<file path="src/rtl/core/sgm_pkg.sv">
// Shared types, constants and state codes of the stereo gain mixer with soft clip.
`default_nettype none
package sgm_pkg;

	// Field widths
	localparam int GAIN_W             = 16;
	localparam int GAIN_FRAC_BITS_DEF = 15;
	localparam int SAMPLE_W           = 16;
	localparam int PEAK_W             = 15;
	localparam int XQ_W               = 18;
	localparam int X2_W               = 36;
	localparam int DEN_W              = 40;
	localparam int NUM_W              = 56;
	localparam int QUO_W              = 26;
	localparam int YQ_W               = 25;
	localparam int CNT_W              = 5;
	localparam int QDEPTH             = 2;
	localparam int QPTR_W             = 1;

	// Rational tanh constants in Q32 and Q24
	localparam logic [DEN_W-1:0]  K27     = DEN_W'(27) << 32;
	localparam logic [YQ_W-1:0]   YQ_ONE  = YQ_W'(1) << 24;
	localparam logic [PEAK_W-1:0] MAG_MAX = {PEAK_W{1'b1}};

	// Configuration register indexes
	localparam logic REG_MIC_GAIN = 1'b0;
	localparam logic REG_SYS_GAIN = 1'b1;

	localparam logic [GAIN_W-1:0] GAIN_RESET = 16'h8000;

	typedef struct packed {
		logic signed [SAMPLE_W-1:0] mic_left;
		logic signed [SAMPLE_W-1:0] mic_right;
		logic signed [SAMPLE_W-1:0] sys_left;
		logic signed [SAMPLE_W-1:0] sys_right;
		logic                       mic_present;
		logic                       sys_present;
		logic                       last_in_block;
	} in_t;

	typedef struct packed {
		logic signed [SAMPLE_W-1:0] out_left;
		logic signed [SAMPLE_W-1:0] out_right;
		logic [PEAK_W-1:0]          block_peak_left;
		logic [PEAK_W-1:0]          block_peak_right;
		logic                       frame_last;
	} out_t;

	// Classified frame handed from front to back
	typedef struct packed {
		logic [XQ_W-1:0] xq_l;
		logic [XQ_W-1:0] xq_r;
		logic            clip_l;
		logic            clip_r;
		logic            neg_l;
		logic            neg_r;
		logic            last;
	} job_t;

	typedef struct packed {
		logic empty;
		logic full;
	} qstat_t;

	typedef enum logic [2:0] {
		ST_IDLE,
		ST_SQR,
		ST_NUM,
		ST_DIV,
		ST_SCALE,
		ST_FIN
	} bstate_t;

endpackage
`default_nettype wire

</file>
<file path="src/rtl/core/sgm_queue.sv">
// Short queue of classified frames between front and back.
`default_nettype none
module sgm_queue (
	input  wire logic            clk,
	input  wire logic            arst_n,
	input  wire logic            wr,
	input  wire sgm_pkg::job_t   wr_data,
	input  wire logic            rd,
	output sgm_pkg::job_t        rd_data,
	output sgm_pkg::qstat_t      stat
);
	sgm_pkg::job_t                    entry_q [sgm_pkg::QDEPTH];
	logic [sgm_pkg::QPTR_W-1:0]       wptr_q, rptr_q;
	logic [sgm_pkg::QPTR_W:0]         count_q;

	assign stat.empty = (count_q == '0);
	assign stat.full  = (count_q == (sgm_pkg::QPTR_W+1)'(sgm_pkg::QDEPTH));
	assign rd_data    = entry_q[rptr_q];

	// Advance pointers and count
	always_ff @(posedge clk or negedge arst_n) begin
		if (!arst_n) begin
			wptr_q  <= '0;
			rptr_q  <= '0;
			count_q <= '0;
		end else begin
			if (wr) begin
				wptr_q <= wptr_q + 1'b1;
			end
			if (rd) begin
				rptr_q <= rptr_q + 1'b1;
			end
			count_q <= count_q + (sgm_pkg::QPTR_W+1)'(wr) - (sgm_pkg::QPTR_W+1)'(rd);
		end
	end

	always_ff @(posedge clk) begin
		if (wr) begin
			entry_q[wptr_q] <= wr_data;
		end
	end

endmodule
`default_nettype wire

</file>
<file path="config.mk">
export PLATFORM = sky130hd
export DESIGN_NAME = sgm_queue
export DESIGN_NICKNAME = d
export VERILOG_FILES = /design/src/rtl/core/sgm_pkg.sv /design/src/rtl/core/sgm_queue.sv
export SDC_FILE = /design/constraint.sdc
export NUM_CORES = 1
export LEC_CHECK = 0
export ABC_AREA = 1
export BUFFER_PORTS_ARGS = -buffer_cell sky130_fd_sc_hd__buf_4
export CAP_MARGIN = 20
export CORE_ASPECT_RATIO = 0.7
export CORE_MARGIN = 2
export CORE_UTILIZATION = 38
export CTS_CLUSTER_DIAMETER = 80
export DETAILED_ROUTE_END_ITERATION = 16
export MAX_ROUTING_LAYER = met4
export PLACE_DENSITY = 0.58
export SYNTH_ARGS = -nofsm -noshare
export SYNTH_HDL_FRONTEND = slang
export SYNTH_SLANG_ARGS = --single-unit
</file>
<file path="constraint.sdc">
create_clock -name clk -period 4.1 [get_ports clk]
set_clock_uncertainty 0.15 [all_clocks]
set_input_delay 0.41 -clock clk [delete_from_list [all_inputs] [get_ports clk]]
set_output_delay 0.41 -clock clk [all_outputs]
set_load 0.05 [all_outputs]
</file>
**Word-level counts from Yosys, hierarchy flattened**

Memory sizes are Yosys's and may differ from the RTL's.
Index checks and enable logic that the tools add are counted.

- Bits of input ports: 45
- Output and inout bits: 43
- Memory bits (writable): 82
- Word-level logic and storage cells: 12
- Register bits: 4
- Memories kept: 1

Memory list:

| name | words | bits a word | read ports | clocked after Yosys merged registers in | wr ports | RTL line | text |
|---|---|---|---|---|---|---|---|
| entry_q | 2 | 41 | 1 | 0 | 1 | sgm_queue.sv:12 | `sgm_pkg::job_t entry_q [sgm_pkg::QDEPTH];` |

- Reductions and logical operators: 1
- Muxes and demuxes: 2
- Add/subtract/negate cells: 4
- Equal/unequal tests: 1

Operators with widths:

| operator | number |
|---|---|
| $add 1x1->1 const B | 2 |
| $add 2x1->2 | 1 |
| $eq 2x2->1 const B | 1 |
| $logic_not 2->1 | 1 |
| $mux 1 | 2 |
| $sub 2x1->2 | 1 |

**Longest topological paths before layout**

- Depth in word-level cells: 2
- Depth in mapped cells: 7
- Mapped depth without buffers: 7

**Least setup slack after synthesis**

Ideal clock, no wire load.

- Path kind: in2reg
- Start point: input wr
- End point: memory entry_q[0][0] in the netlist's numbering (enable)
- Required time: 3,510 ps
- Library setup time: 440 ps
- Arrival time: 2,175 ps
- Stages: 2
- Path buffers: 0
- Path slack: 1,335 ps
- Cell sequence: inv_1 > nor2_1

- Word-level cells in the longest chain between the ends: 2

Ends and longest elaborated chain:

| item | RTL line | text |
|---|---|---|
| start: declaration | sgm_queue.sv:6 | `input wire logic wr,` |
| $mux 1 | sgm_queue.sv:38 | `if (wr) begin` |
| $mux 1 (implied by the code) | sgm_queue.sv:39 | `entry_q[wptr_q] <= wr_data;` |
| end: declaration | sgm_queue.sv:12 |  |

Every way passes these cells.

==> metrics.md <==
| Metric | Value |
|---|---|
| Status | `completed` |
| Crit path max-delay cell type | `dfrtp_4` |
| Area growth syn-to-layout | `28.9%` |
| Post-CTS Setup Inserts | `0` |
| Critical Path Fanout Max | `83` |
| CTS root buf | `clkbuf_16` |
| Final Hold Viols | `0` |
| Fill cells | `756` |
| First-pass GRT wire length | `9.14 mm` |
| Setup WS post-layout | `1.60 ns` |
| Sink Count | `86` |
| DIE AREA | `9780 µm²` |
| Top-area cell type share of the netlist area | `0.721` |
| DRT Pass-1 Iters | `4` |
| Max rail drop VDD | `428 µV` |
| CP arrival | `1.94 ns` |
| Area of the multi-input gates | `561 µm²` |
| Post-synthesis register bit count | `86` |
| Crit-path cells | `nand2_1, o21ai_2, buf_4` |
| Final cycle utilization of the critical path | `0.609` |
| Share of layout cells above drive strength 1 | `0.405` |
| Cts bufs inserted | `9` |
| Reg area | `2570 µm²` |
| CTS tree | `built` |
| Area contributors post-synth | `edfxtp_1, o21ai_2, inv_1, nand2_1, buf_8` |
| Clock-pin slew on the worst setup and hold paths | `0.06 ns` |
| DP Wirelength | `3.84 mm` |
| Initial drt markers | `84` |
| Post-DRT Antenna Nets | `0` |
| Final non-filler cell total | `453` |
| Switching power | `1.59 mW` |
| Antenna diode count | `0` |
| Total track usage | `0.126` |
| Final Critical Period | `2.50 ns` |
| I/O Pins | `88` |
| Fmax achieved | `0.401 GHz` |
| Port-buffer cells | `87` |
| Clock Latency Late Sink | `0.32 ns` |
| Clock power share | `0.204` |
| CP bufs+invs | `1` |
| Rows | `28` |
| Cell variety after synth | `14` |
| Worst Max-Slew Pin Slew | `0.980 ns` |
| Total grt overflow | `0` |
| Synth Instances | `239` |
| Largest net degree at the start of global routing | `84` |
| Die X | `117 µm` |
| Placed Cells | `438` |
| Mean number of vias per cell | `4.33` |
| Yosys warns | `0` |
| Placer Congestion | `0.664` |
| Mapped Area | `3420 µm²` |
| RSZ-0062 raised after global routing | `no` |
| Max-slew violations | `0` |
| Critical path launch point type | `register` |
| CTS Buffer Depth | `2` |
| Core Box Area | `8580 µm²` |
| Syn_nets | `286` |
| Max cap viols | `0` |
| Starting Density | `0.398` |
| Power Dens Cells | `834 nW/µm²` |
| Antenna violations before repair | `0` |
| Drt total wl | `5.73 mm` |
| Fin util | `0.513` |
| Reg power frac | `0.369` |
| CP Class | `register to output pin` |
| Nets@finish | `377` |
| Hold-fix buffers at CTS | `1` |
| # DRC | `0` |
| Post-cts sizing count | `0` |
| Final setup viols | `0` |
| Hold crit path type | `primary input to register` |
| Vias in the first global route | `1831` |
| Comb pwr share | `0.426` |
| Htree depth | `3` |
| Dpl ws | `1.90 ns` |
| Routed WL per cell | `12.6 µm` |
| Sw frac | `0.433` |
| Rel. slew slack | `0.347` |
| Delay-heaviest family, CP | `flip-flops` |
| LEAKAGE | `1.87 nW` |
| Vias post-DR | `1961` |
| Crit path required time | `3.54 ns` |
| Setup TNS | `0 ns` |
| Worst path max stage delay | `1.05 ns` |
| Power Internal | `2.08 mW` |
| Die height | `83.3 µm` |
| Worst Setup End Kind | `output pin` |
| Post-synthesis sequential area ratio | `0.750` |
| Largest area contributor in the netlist | `edfxtp_1` |
| Syn_area_per_cell | `14.3 µm²` |
## layer usage
layer | up-vias | share of wire | global-route usage
met5 | - | 0 | -
li1 | 981 | - | -
met4 | 0 | 0.0028 | 0.0329
met3 | 2 | 0.086 | 0.0632
met1 | 918 | 0.46 | 0.168
met2 | 60 | 0.45 | 0.170
## cell usage after synthesis
cell      instances
edfxtp_1         82
inv_1            48
nand2_1          47
o21ai_2          30
o21ai_0          10
buf_8             7
dfrtp_1           4
nor2_1            3
ha_1              2
xor2_1            2
buf_6             1
clkbuf_2          1
nand3_1           1
o21ai_1           1
## power by group through the flow
stage	clock, mW	combinational [mW]	sequential [mW]
CTS	0.775	1.59	1.36
finish	0.751	1.57	1.36
global placement	0	1.57	1.38
global route	0.814	1.65	1.40
floorplan	0	1.35	1.23
detailed placement	0	1.58	1.38
## layout by cell type (no fill, tap or decap), types with 2 or more instances in the layout
master and instances:
buf_4 88, edfxtp_1 82, inv_1 47, nand2_1 47
o21ai_2 30, o21ai_0 10, clkbuf_16 9, clkinv_2 3
dfrtp_1 3, nor2_1 2, xor2_1 2, ha_1 2
## cell type report
type	instances	share of cell area
sequential	86	0.583
timing repair buffer	89	0.152
multi-input combinational	96	0.127
clock buffer	9	0.0511
inverter	48	0.0409
tap	120	0.0341
clock inverter	5	0.0119
## flip-flops by register name, summed over array words and instances, names as in the netlist
signal,count
entry_q,82
count_q,2
rptr_q,1
wptr_q,1
## final timing paths
path / startpoint / end / slack (ns) / cells after the start
setup reg to reg: wptr_q / entry_q[0][12] / 2.27 / 2
setup / recovery: rptr_q / rd_data[34] / 1.60 / 3
max in group asynchronous: arst_n / rptr_q / 3.41 / 2
hold reg to reg: wptr_q / wptr_q / 0.40 / 1
min in group asynchronous: arst_n / count_q[0] / 0.27 / 2
hold / removal: wr_data[33] / entry_q[0][33] / 0.12 / 1
## logic make-up (layout without fill, tap and decap cells)
family / Yosys count / after routing / synth area share
AOI/OAI and AO/OA: 41 / 41 / 0.0930
xor gates and xnor gates: 2 / 2 / 0.00513
adders and majority gates: 2 / 2 / 0.00732
buffers and inverters: 57 / 151 / 0.0882
DFF: 86 / 86 / 0.750
and+or+nand+nor: 51 / 51 / 0.0564
## worst reg2reg max path: cells and delay by family, from the launching register on
family / cells / cell delay, ns
AND/OR/NAND/NOR: 1 / 0.46
buffers and inverters: 1 / 0.46
flip-flops: 1 / 0.43
## per-stage QoR
step / total power, mW / instance area [µm²] / hold slack, ns
finish: 3.67 / 4410 / 0.118
global route: 3.86 / 4410 / 0.0971
CTS: 3.73 / 4410 / 0.103
detailed placement: 2.97 / 4120 / 0.0607
global placement: 2.95 / 4120 / 0.0608
floorplan: 2.58 / 3420 / -0.0356
(Power assumes the default switching activity.)
