[src/rtl/core/sgm_pkg.sv]
// Shared types, constants and state codes of the stereo gain mixer with soft clip.
`default_nettype none
package sgm_pkg;

	// Field widths
	localparam int GAIN_W             = 16;
	localparam int GAIN_FRAC_BITS_DEF = 15;
	localparam int SAMPLE_W           = 16;
	localparam int PEAK_W             = 15;
	localparam int XQ_W               = 18;
	localparam int X2_W               = 36;
	localparam int DEN_W              = 40;
	localparam int NUM_W              = 56;
	localparam int QUO_W              = 26;
	localparam int YQ_W               = 25;
	localparam int CNT_W              = 5;
	localparam int QDEPTH             = 2;
	localparam int QPTR_W             = 1;

	// Rational tanh constants in Q32 and Q24
	localparam logic [DEN_W-1:0]  K27     = DEN_W'(27) << 32;
	localparam logic [YQ_W-1:0]   YQ_ONE  = YQ_W'(1) << 24;
	localparam logic [PEAK_W-1:0] MAG_MAX = {PEAK_W{1'b1}};

	// Configuration register indexes
	localparam logic REG_MIC_GAIN = 1'b0;
	localparam logic REG_SYS_GAIN = 1'b1;

	localparam logic [GAIN_W-1:0] GAIN_RESET = 16'h8000;

	typedef struct packed {
		logic signed [SAMPLE_W-1:0] mic_left;
		logic signed [SAMPLE_W-1:0] mic_right;
		logic signed [SAMPLE_W-1:0] sys_left;
		logic signed [SAMPLE_W-1:0] sys_right;
		logic                       mic_present;
		logic                       sys_present;
		logic                       last_in_block;
	} in_t;

	typedef struct packed {
		logic signed [SAMPLE_W-1:0] out_left;
		logic signed [SAMPLE_W-1:0] out_right;
		logic [PEAK_W-1:0]          block_peak_left;
		logic [PEAK_W-1:0]          block_peak_right;
		logic                       frame_last;
	} out_t;

	// Classified frame handed from front to back
	typedef struct packed {
		logic [XQ_W-1:0] xq_l;
		logic [XQ_W-1:0] xq_r;
		logic            clip_l;
		logic            clip_r;
		logic            neg_l;
		logic            neg_r;
		logic            last;
	} job_t;

	typedef struct packed {
		logic empty;
		logic full;
	} qstat_t;

	typedef enum logic [2:0] {
		ST_IDLE,
		ST_SQR,
		ST_NUM,
		ST_DIV,
		ST_SCALE,
		ST_FIN
	} bstate_t;

endpackage
`default_nettype wire

[src/rtl/core/sgm_back.sv]
// Back end: per-channel soft clip through a shared radix-2 divider, peak meter, result register.
`default_nettype none
module sgm_back (
	input  wire logic              clk,
	input  wire logic              arst_n,
	input  wire sgm_pkg::qstat_t   qstat,
	input  wire sgm_pkg::job_t     q_data,
	output logic                   q_pop,
	output sgm_pkg::out_t          result,
	output logic                   empty,
	input  wire logic              pop
);
	sgm_pkg::bstate_t                 state_q, state_d;
	sgm_pkg::job_t                    ent_q;
	logic                             ch_q;
	logic [sgm_pkg::X2_W-1:0]         x2_q;
	logic [sgm_pkg::DEN_W-1:0]        den_q, rem_q, trial;
	logic [sgm_pkg::QUO_W-1:0]        qsh_q;
	logic [sgm_pkg::CNT_W-1:0]        cnt_q;
	logic [sgm_pkg::PEAK_W-1:0]       mag_l_q, mag_r_q, mag;
	logic [sgm_pkg::PEAK_W-1:0]       run_l_q, run_r_q, comp_l_q, comp_r_q;
	logic [sgm_pkg::PEAK_W-1:0]       run_l_n, run_r_n;
	logic                             res_valid_q, res_free;
	sgm_pkg::out_t                    res_q;
	logic [sgm_pkg::XQ_W-1:0]         xq;
	logic [sgm_pkg::NUM_W-1:0]        num;
	logic [sgm_pkg::YQ_W-1:0]         yq;
	logic [sgm_pkg::YQ_W+14:0]        yscaled;
	logic                             last_step, clip;

	assign result   = res_q;
	assign empty    = !res_valid_q;
	assign res_free = !res_valid_q || pop;
	assign q_pop    = (state_q == sgm_pkg::ST_IDLE) && !qstat.empty;
	assign last_step = (cnt_q == sgm_pkg::CNT_W'(sgm_pkg::QUO_W - 1));

	// Channel operand, numerator, divider step and output scaling
	always_comb begin
		xq    = ch_q ? ent_q.xq_r : ent_q.xq_l;
		clip  = ch_q ? ent_q.clip_r : ent_q.clip_l;
		num   = sgm_pkg::NUM_W'(xq) *
			sgm_pkg::NUM_W'(sgm_pkg::K27 + sgm_pkg::DEN_W'(x2_q));
		trial = {rem_q[sgm_pkg::DEN_W-2:0], qsh_q[sgm_pkg::QUO_W-1]};
		yq    = (qsh_q > sgm_pkg::QUO_W'(sgm_pkg::YQ_ONE)) ?
			sgm_pkg::YQ_ONE : sgm_pkg::YQ_W'(qsh_q);
		yscaled = {yq, 15'b0} - (sgm_pkg::YQ_W+15)'(yq);
		mag   = clip ? sgm_pkg::MAG_MAX : yscaled[38:24];
		run_l_n = (mag_l_q > run_l_q) ? mag_l_q : run_l_q;
		run_r_n = (mag_r_q > run_r_q) ? mag_r_q : run_r_q;
	end

	// Next state
	always_comb begin
		state_d = state_q;
		case (state_q)
			sgm_pkg::ST_IDLE:  if (!qstat.empty) state_d = sgm_pkg::ST_SQR;
			sgm_pkg::ST_SQR:   state_d = sgm_pkg::ST_NUM;
			sgm_pkg::ST_NUM:   state_d = sgm_pkg::ST_DIV;
			sgm_pkg::ST_DIV:   if (last_step) state_d = sgm_pkg::ST_SCALE;
			sgm_pkg::ST_SCALE: state_d = ch_q ? sgm_pkg::ST_FIN : sgm_pkg::ST_SQR;
			sgm_pkg::ST_FIN:   if (res_free) state_d = sgm_pkg::ST_IDLE;
			default:           state_d = sgm_pkg::ST_IDLE;
		endcase
	end

	always_ff @(posedge clk or negedge arst_n) begin
		if (!arst_n) begin
			state_q <= sgm_pkg::ST_IDLE;
		end else begin
			state_q <= state_d;
		end
	end

	// Control and peak state
	always_ff @(posedge clk or negedge arst_n) begin
		if (!arst_n) begin
			ch_q        <= 1'b0;
			cnt_q       <= '0;
			res_valid_q <= 1'b0;
			run_l_q     <= '0;
			run_r_q     <= '0;
			comp_l_q    <= '0;
			comp_r_q    <= '0;
		end else begin
			if ((state_q == sgm_pkg::ST_FIN) && res_free) begin
				res_valid_q <= 1'b1;
			end else if (pop && res_valid_q) begin
				res_valid_q <= 1'b0;
			end
			case (state_q)
				sgm_pkg::ST_IDLE: begin
					ch_q <= 1'b0;
				end
				sgm_pkg::ST_NUM: begin
					cnt_q <= '0;
				end
				sgm_pkg::ST_DIV: begin
					cnt_q <= cnt_q + 1'b1;
				end
				sgm_pkg::ST_SCALE: begin
					ch_q <= 1'b1;
				end
				sgm_pkg::ST_FIN: begin
					if (res_free) begin
						if (ent_q.last) begin
							comp_l_q <= run_l_n;
							comp_r_q <= run_r_n;
							run_l_q  <= '0;
							run_r_q  <= '0;
						end else begin
							run_l_q <= run_l_n;
							run_r_q <= run_r_n;
						end
					end
				end
				default: begin
					ch_q <= ch_q;
				end
			endcase
		end
	end

	// Datapath registers
	always_ff @(posedge clk) begin
		case (state_q)
			sgm_pkg::ST_IDLE: begin
				if (!qstat.empty) begin
					ent_q <= q_data;
				end
			end
			sgm_pkg::ST_SQR: begin
				x2_q <= sgm_pkg::X2_W'(xq) * sgm_pkg::X2_W'(xq);
			end
			sgm_pkg::ST_NUM: begin
				den_q <= sgm_pkg::K27 + sgm_pkg::DEN_W'(x2_q) * sgm_pkg::DEN_W'(9);
				rem_q <= sgm_pkg::DEN_W'(num >> 18);
				qsh_q <= {num[17:0], 8'b0};
			end
			sgm_pkg::ST_DIV: begin
				if (trial >= den_q) begin
					rem_q <= trial - den_q;
					qsh_q <= {qsh_q[sgm_pkg::QUO_W-2:0], 1'b1};
				end else begin
					rem_q <= trial;
					qsh_q <= {qsh_q[sgm_pkg::QUO_W-2:0], 1'b0};
				end
			end
			sgm_pkg::ST_SCALE: begin
				if (ch_q) begin
					mag_r_q <= mag;
				end else begin
					mag_l_q <= mag;
				end
			end
			sgm_pkg::ST_FIN: begin
				if (res_free) begin
					res_q.out_left  <= ent_q.neg_l ? -$signed({1'b0, mag_l_q})
						: $signed({1'b0, mag_l_q});
					res_q.out_right <= ent_q.neg_r ? -$signed({1'b0, mag_r_q})
						: $signed({1'b0, mag_r_q});
					res_q.block_peak_left  <= ent_q.last ? run_l_n : comp_l_q;
					res_q.block_peak_right <= ent_q.last ? run_r_n : comp_r_q;
					res_q.frame_last       <= ent_q.last;
				end
			end
			default: begin
				x2_q <= x2_q;
			end
		endcase
	end

endmodule
`default_nettype wire

[config.mk]
export PLATFORM = sky130hd
export DESIGN_NAME = sgm_back
export DESIGN_NICKNAME = d
export VERILOG_FILES = /design/src/rtl/core/sgm_pkg.sv /design/src/rtl/core/sgm_back.sv
export SDC_FILE = /design/constraint.sdc
export NUM_CORES = 2
export LEC_CHECK = 0
export BUFFER_PORTS_ARGS = -buffer_cell sky130_fd_sc_hd__buf_2
export CAP_MARGIN = 40
export CORE_MARGIN = 4
export CORE_UTILIZATION = 40
export DETAILED_ROUTE_END_ITERATION = 10
export GPL_ROUTABILITY_DRIVEN = 0
export GPL_TIMING_DRIVEN = 0
export PLACE_DENSITY = 0.6
export RECOVER_POWER = 50
export SLEW_MARGIN = 20
export SYNTH_ARGS = -nofsm -noshare
export SYNTH_HDL_FRONTEND = slang
export SYNTH_SLANG_ARGS = --single-unit
[constraint.sdc]
create_clock -name clk -period 8.4 [get_ports clk]
set_input_delay 0.42 -clock clk [delete_from_list [all_inputs] [get_ports clk]]
set_output_delay 0.42 -clock clk [all_outputs]
set_load 0.01 [all_outputs]
Word-level counts from Yosys, hierarchy flattened
Index checks and enable logic that the tools add are counted.

Logic and storage cells: 93. Memories: 0. Output and inout bits: 65. Bits in read-only memories: 0. Bits in writable memories: 0. Input port bits: 46. Bits in latches: 0. Flip-flop bits (word level): 345.

Muxes and demuxes: 25. Reductions and logical operators: 15. Bitwise operators: 2. Multiply operators: 3. Div/mod/pow operators: 0. Add/sub/neg operators: 7. Equal/unequal tests: 9. Shifts and indexed selects: 0. Magnitude comparators: 4.

Operator list (number): $mux W15 (9); $pmux W39 S2 (1); $mul A18 B38 Y56 (1); $pmux W26 S2 (1); $add A37 B40 Y40 const A (1); $ge A40 B40 Y1 (1); $mul A36 B4 Y40 const B (1); $mux W39 (1); $sub A39 B25 Y39 (1); $sub A39 B39 Y39 (1); $add A37 B36 Y38 const A (1); $mul A18 B18 Y36 (1); $neg A15 Y16 (2); $gt A15 B15 Y1 (2); $gt A26 B25 Y1 const B (1); $mux W25 (1); $mux W18 (1); $pmux W3 S6 (1); $mux W3 (4); $pmux W5 S2 (1); $reduce_and A2 Y1 (4); $eq A3 B2 Y1 const B (2); $eq A3 B3 Y1 const B (2); $ne A2 B2 Y1 const B (3); other kinds (12) (21).

Longest topological paths before layout
Depth in word-level cells: 4. Mapped depth: 31. Gate-level depth less buffers: 27.

Worst setup path before layout
OpenSTA, ideal clock, no wires.

Kind: reg-to-reg. Start point: register ch_q. End point: register rem_q[36] (netlist name) (data pin). Setup slack: 648 ps. Clock period less this slack: 7752 ps. Cell stages (with the launch flop): 31. Required time: 8130 ps. Arrival: 7483 ps. Path buffers: 5. Setup time: 270 ps. Path through: dfrtp_1 > clkbuf_1 > clkbuf_1 > buf_1 > mux2i_1 > inv_2 > clkbuf_1 > nand2_1 > fa_1 > inv_1 > fa_1 > inv_1 > fa_1 > inv_1 > fa_1 > fa_1 > inv_1 > fa_1 > inv_1 > ha_1 > clkbuf_1 > o21a_1 > nor2_1 > or4_4 > o22ai_2 > a221oi_2 > a21o_1 > o31a_1 > o211ai_2 > xnor2_1 > mux2i_1.

Longest elaborated chain between the ends: 3.

RTL lines: from (decl) (line sgm_back.sv:15) `logic ch_q;`; from (signal assigned) (line sgm_back.sv:117) `ch_q <= ch_q;`; $mux W18 (line sgm_back.sv:39) `xq = ch_q ? ent_q.xq_r : ent_q.xq_l;`; $mul A18 B38 Y56 (line sgm_back.sv:41) `num = sgm_pkg::NUM_W'(xq) *`; $pmux W39 S2 (line sgm_back.sv:125) `case (state_q)`; to (signal assigned) (line sgm_back.sv:136) `rem_q <= sgm_pkg::DEN_W'(num >> 18);`; to (signal assigned) (line sgm_back.sv:141) `rem_q <= trial - den_q;`; to (signal assigned) (line sgm_back.sv:144) `rem_q <= trial;`; to (decl) (line sgm_back.sv:17) `logic [sgm_pkg::DEN_W-1:0] den_q, rem_q, trial;`.

Every way passes these cells. A chain may end at the register's enable or synchronous reset.

Final worst setup path
Start point: register ch_q. End point: register rem_q[28] (netlist name) (data pin).

Same word-level chain as after synthesis.

==> impl_results.md <==
* HPWL after detailed placement at 120000 um
* Largest fanout on the critical path at 7
* Layout cells sized above 1 at 0.05497
* Clock buffers created by TritonCTS at 41
* Post-placement cell count at just over 7000
* CP peak stage delay at 570 ps
* Synthesized netlist cell count at 5362
* Total non-filler cell area in the finished layout at ~55000 um2
* Top cell by count, worst path: fa_1
* Failing checks: max-capacitance violations, max-slew violations
* Outcome: finished with violations
* Die Y-Extent at 360.7 um
* Setup slack after layout at 86.50 ps
* GRT Overall Usage at 0.2243
* Largest net degree at the start of global routing at 58
* Buffer levels on the longest clock path at 3
* Nature of the critical path startpoint: flip-flop
* Most frequent cell after synthesis: inv_1
* Total number of cells along the worst setup path at 24
* Peak clock frequency supported by timing at 120.3 MHz
* Library cell with the largest summed area after synthesis: fa_1
* Number of synthesized flops with an enable pin at 273
* DIE WIDTH at about 360 um
* Setup crit end kind: flip-flop
* Post-detailed-route wirelength per cell at 19.97 um
* Clock tree sinks at 343
* Setup violators final at 0
* Slew margin rel. at -0.9956
* Top delay family on crit path: adder cells
* Number of input and output port buffers inserted at between 100 and 150
* Post-DP Area at about 53000 um2
* Minimum setup slack after placement at -1533 ps
* I/O pins at 111
* Final number of max-transition violations at about 140
* Slew at the pin closest to its max-slew limit at 2993 ps
* Number of design rule violations left after detail routing at 0
* Number of global-route vias before repair at between 30000 and 40000
* Kind of path behind the tightest hold check: in2reg
* Top-area cell type share of the netlist area at 0.3207
* Number of cells on the worst reg-to-reg path at 24
* Number of warnings issued by yosys at 0
* Number of levels in the clock H-tree at 2
* Sum of overflow across all layers after global routing at 0
* Number of distinct library cells after synthesis at 81
* Cells taking the most area after synthesis: fa_1 (32%), edfxtp_1 (16%), ha_1 (11%)
* Arrival time at the worst endpoint at 8670 ps
* Crit path max-delay cell type: fa_1
* Number of rows created at floorplan at between 100 and 150
* Root buffer selected by CTS: clkbuf_16
* Worst Clk Skew at 34.50 ps
* R2r setup slk at 90 ps
* Antenna violations before repair at 1
* Filler instances at 12172
* Worst setup path end: rem_q[28]
* Clock tree from TritonCTS: yes
* Yosys reg bits at 343
* Clock latency on the worst-skew pair at between 600 and 700 ps
* Via count at 37983
* Crit path launch: ch_q
* Detail-routed via count per cell at 5.204
* R2r endpoint: rem_q[28]
* Leading register cell type out of synthesis: edfxtp_1
* Initial cell density of the core at 0.4024
* WP data required at 8750 ps
* Reg-to-Reg Start: ch_q
* Final antenna-violating net count at 0
* Area growth from synthesis to final layout at 10.80%
* Minimum period implied by the final worst setup slack at 8313 ps
* Number of standard cells in the layout, taps in and fillers out at approximately 7300
* DR pass1 iterations at 6
* Seq/Total Area, Yosys at 0.2000
* Mapped Area at about 50000 um2
* Post-CTS clock slew at the launch and capture registers of the worst setup and hold paths at about 60 ps
* Most instantiated cells after synthesis: inv_1 (1145), fa_1 (797), nand2_1 (780), ha_1 (420), edfxtp_1 (273)
* Worst path buffer plus inverter count at 7
* Fraction of the cycle the final worst path needs at 0.9897
* Async S/R FF share, synth at 0.2041
* Total Nets Final at 6890
* Cells traversed along the worst timing path: clkbuf_4 -> buf_12 -> mux2_2 -> clkbuf_1 -> buf_6 -> and2_1 -> fa_1 -> fa_1 -> fa_1 -> fa_1 -> fa_1 -> inv_1 -> fa_1 -> inv_1 -> ha_1 -> nand4_1 -> or4_4 -> o22ai_4 -> a221oi_2 -> a21o_1 -> o31a_1 -> buf_4 -> xnor2_2 -> a21oi_1
* Mapped Avg Cell Area at 9.279 um2
* Number of max-cap violations at 3
* Worst setup path class: reg2reg
* Wirelength, routed at 145800 um
* Wire length of the first global-routing pass at 227300 um
* Core area at 123600 um2
* Die ar. at ~130000 um2
* Final hold violation count at 0
* HP Start: pop
* Violation count after the first detailed-routing iteration at 2730
==> how the worst min path moves through the flow <==
stage	endpoint	slack (ps)	cells after the start
after floorplan	ch_q	120	0
after global placement	comp_l_q[9]	460	2
after detailed placement	comp_l_q[11]	310	1
after CTS	res_valid_q	60	3
after global routing	res_valid_q	100	3
final	res_valid_q	80	3
==> layout make-up <==
type                       instances  area, um2  share of cell area
multi-input combinational       3655      34850              0.6322
inverter                        1150       4329             0.07854
tap                             1637       2048             0.03716
antenna                            4      10.01           0.0001816
clock inverter                    31      354.1            0.006424
clock buffer                      43       1033             0.01875
buffer                           223       1071             0.01943
timing repair buffer             213       1480             0.02685
sequential                       343       9950              0.1805
==> timing repair <==
action / in CTS / in global routing
hold buffers: 42 / 0
endpoints found under the setup margin: 51 / 29
buffers inserted: 5 / 8
endpoints found under the hold margin: 77 / 0
pin swaps: 3 / 7
resized for setup: 72 / 105
==> logic make-up (layout without fill, tap and decap cells) <==
group                    after synthesis  count (layout)  share of synthesized area
flip-flops                           343             343                     0.2000
AND/OR/NAND/NOR                     1421            1421                     0.1263
adder cells (fa/ha/maj)             1217            1217                     0.4263
other                                  2              24                  0.0001510
multiplexers                          83              83                    0.01710
buffers and inverters               1382            1660                     0.1053
AO/OA/AOI/OAI                        733             733                    0.09298
XOR/XNOR                             181             181                    0.03186
==> routing by layer <==
layer | up-vias | wire, um | global-route usage
li1 | 17349 | - | -
met1 | 18977 | 59000 | 0.2893
met2 | 1321 | 68710 | 0.3751
met3 | 336 | 9725 | 0.03177
met4 | 0 | 8335 | 0.1028
met5 | - | 0 | 0
==> registers in the layout, summed over array words and instances (netlist names), 26 cells and up <==
register	count
qsh_q	26
rem_q	39
ent_q	41
x2_q	35
den_q	39
result	63
==> worst register-to-register path: stages (launching register included) <==
cell and delay, ps:
dfrtp_1 320, clkbuf_4 200, buf_12 190, mux2_2 480
clkbuf_1 310, buf_6 260, and2_1 180, fa_1 550
fa_1 560, fa_1 530, fa_1 520, fa_1 570
inv_1 60, fa_1 530, inv_1 40, ha_1 380
nand4_1 260, or4_4 560, o22ai_4 240, a221oi_2 110
a21o_1 220, o31a_1 380, buf_4 180, xnor2_2 270
a21oi_1 140
==> per-stage QoR <==
step | hold WS, ps | setup TNS, ps | utilization
2_1_floorplan | 124.4 | 0 | -
3_3_place_gp | 462.2 | -215020 | 0.4239
3_5_place_dp | 313.1 | -42100 | 0.4289
4_1_cts | 56.58 | 0 | 0.4456
5_1_grt | 99.58 | -26.14 | 0.4458
6_report | 84.47 | 0 | 0.4458
==> placed cells by master, fill, tap and decap left out, types with 41 or more instances in the layout <==
cell           netlist  routed
xor2_1              47      47
clkbuf_1           178     200
xnor2_1            134     126
a21o_1             111     111
mux2i_1             67      61
fa_1               797     797
and2_1             165     165
ha_1               420     416
nand3_1             46      46
edfxtp_1           273     273
inv_1             1145    1142
o21ai_0            131     130
a21oi_1            235     232
nor2_1             242     242
nand2_1            780     779
dfrtp_1             70      70
dlygate4sd3_1        0      42
clkbuf_16            0      41
buf_2                7      60
Power is not shown: default switching activity piles up to over one toggle a cycle in this logic, so the estimate is an artifact.
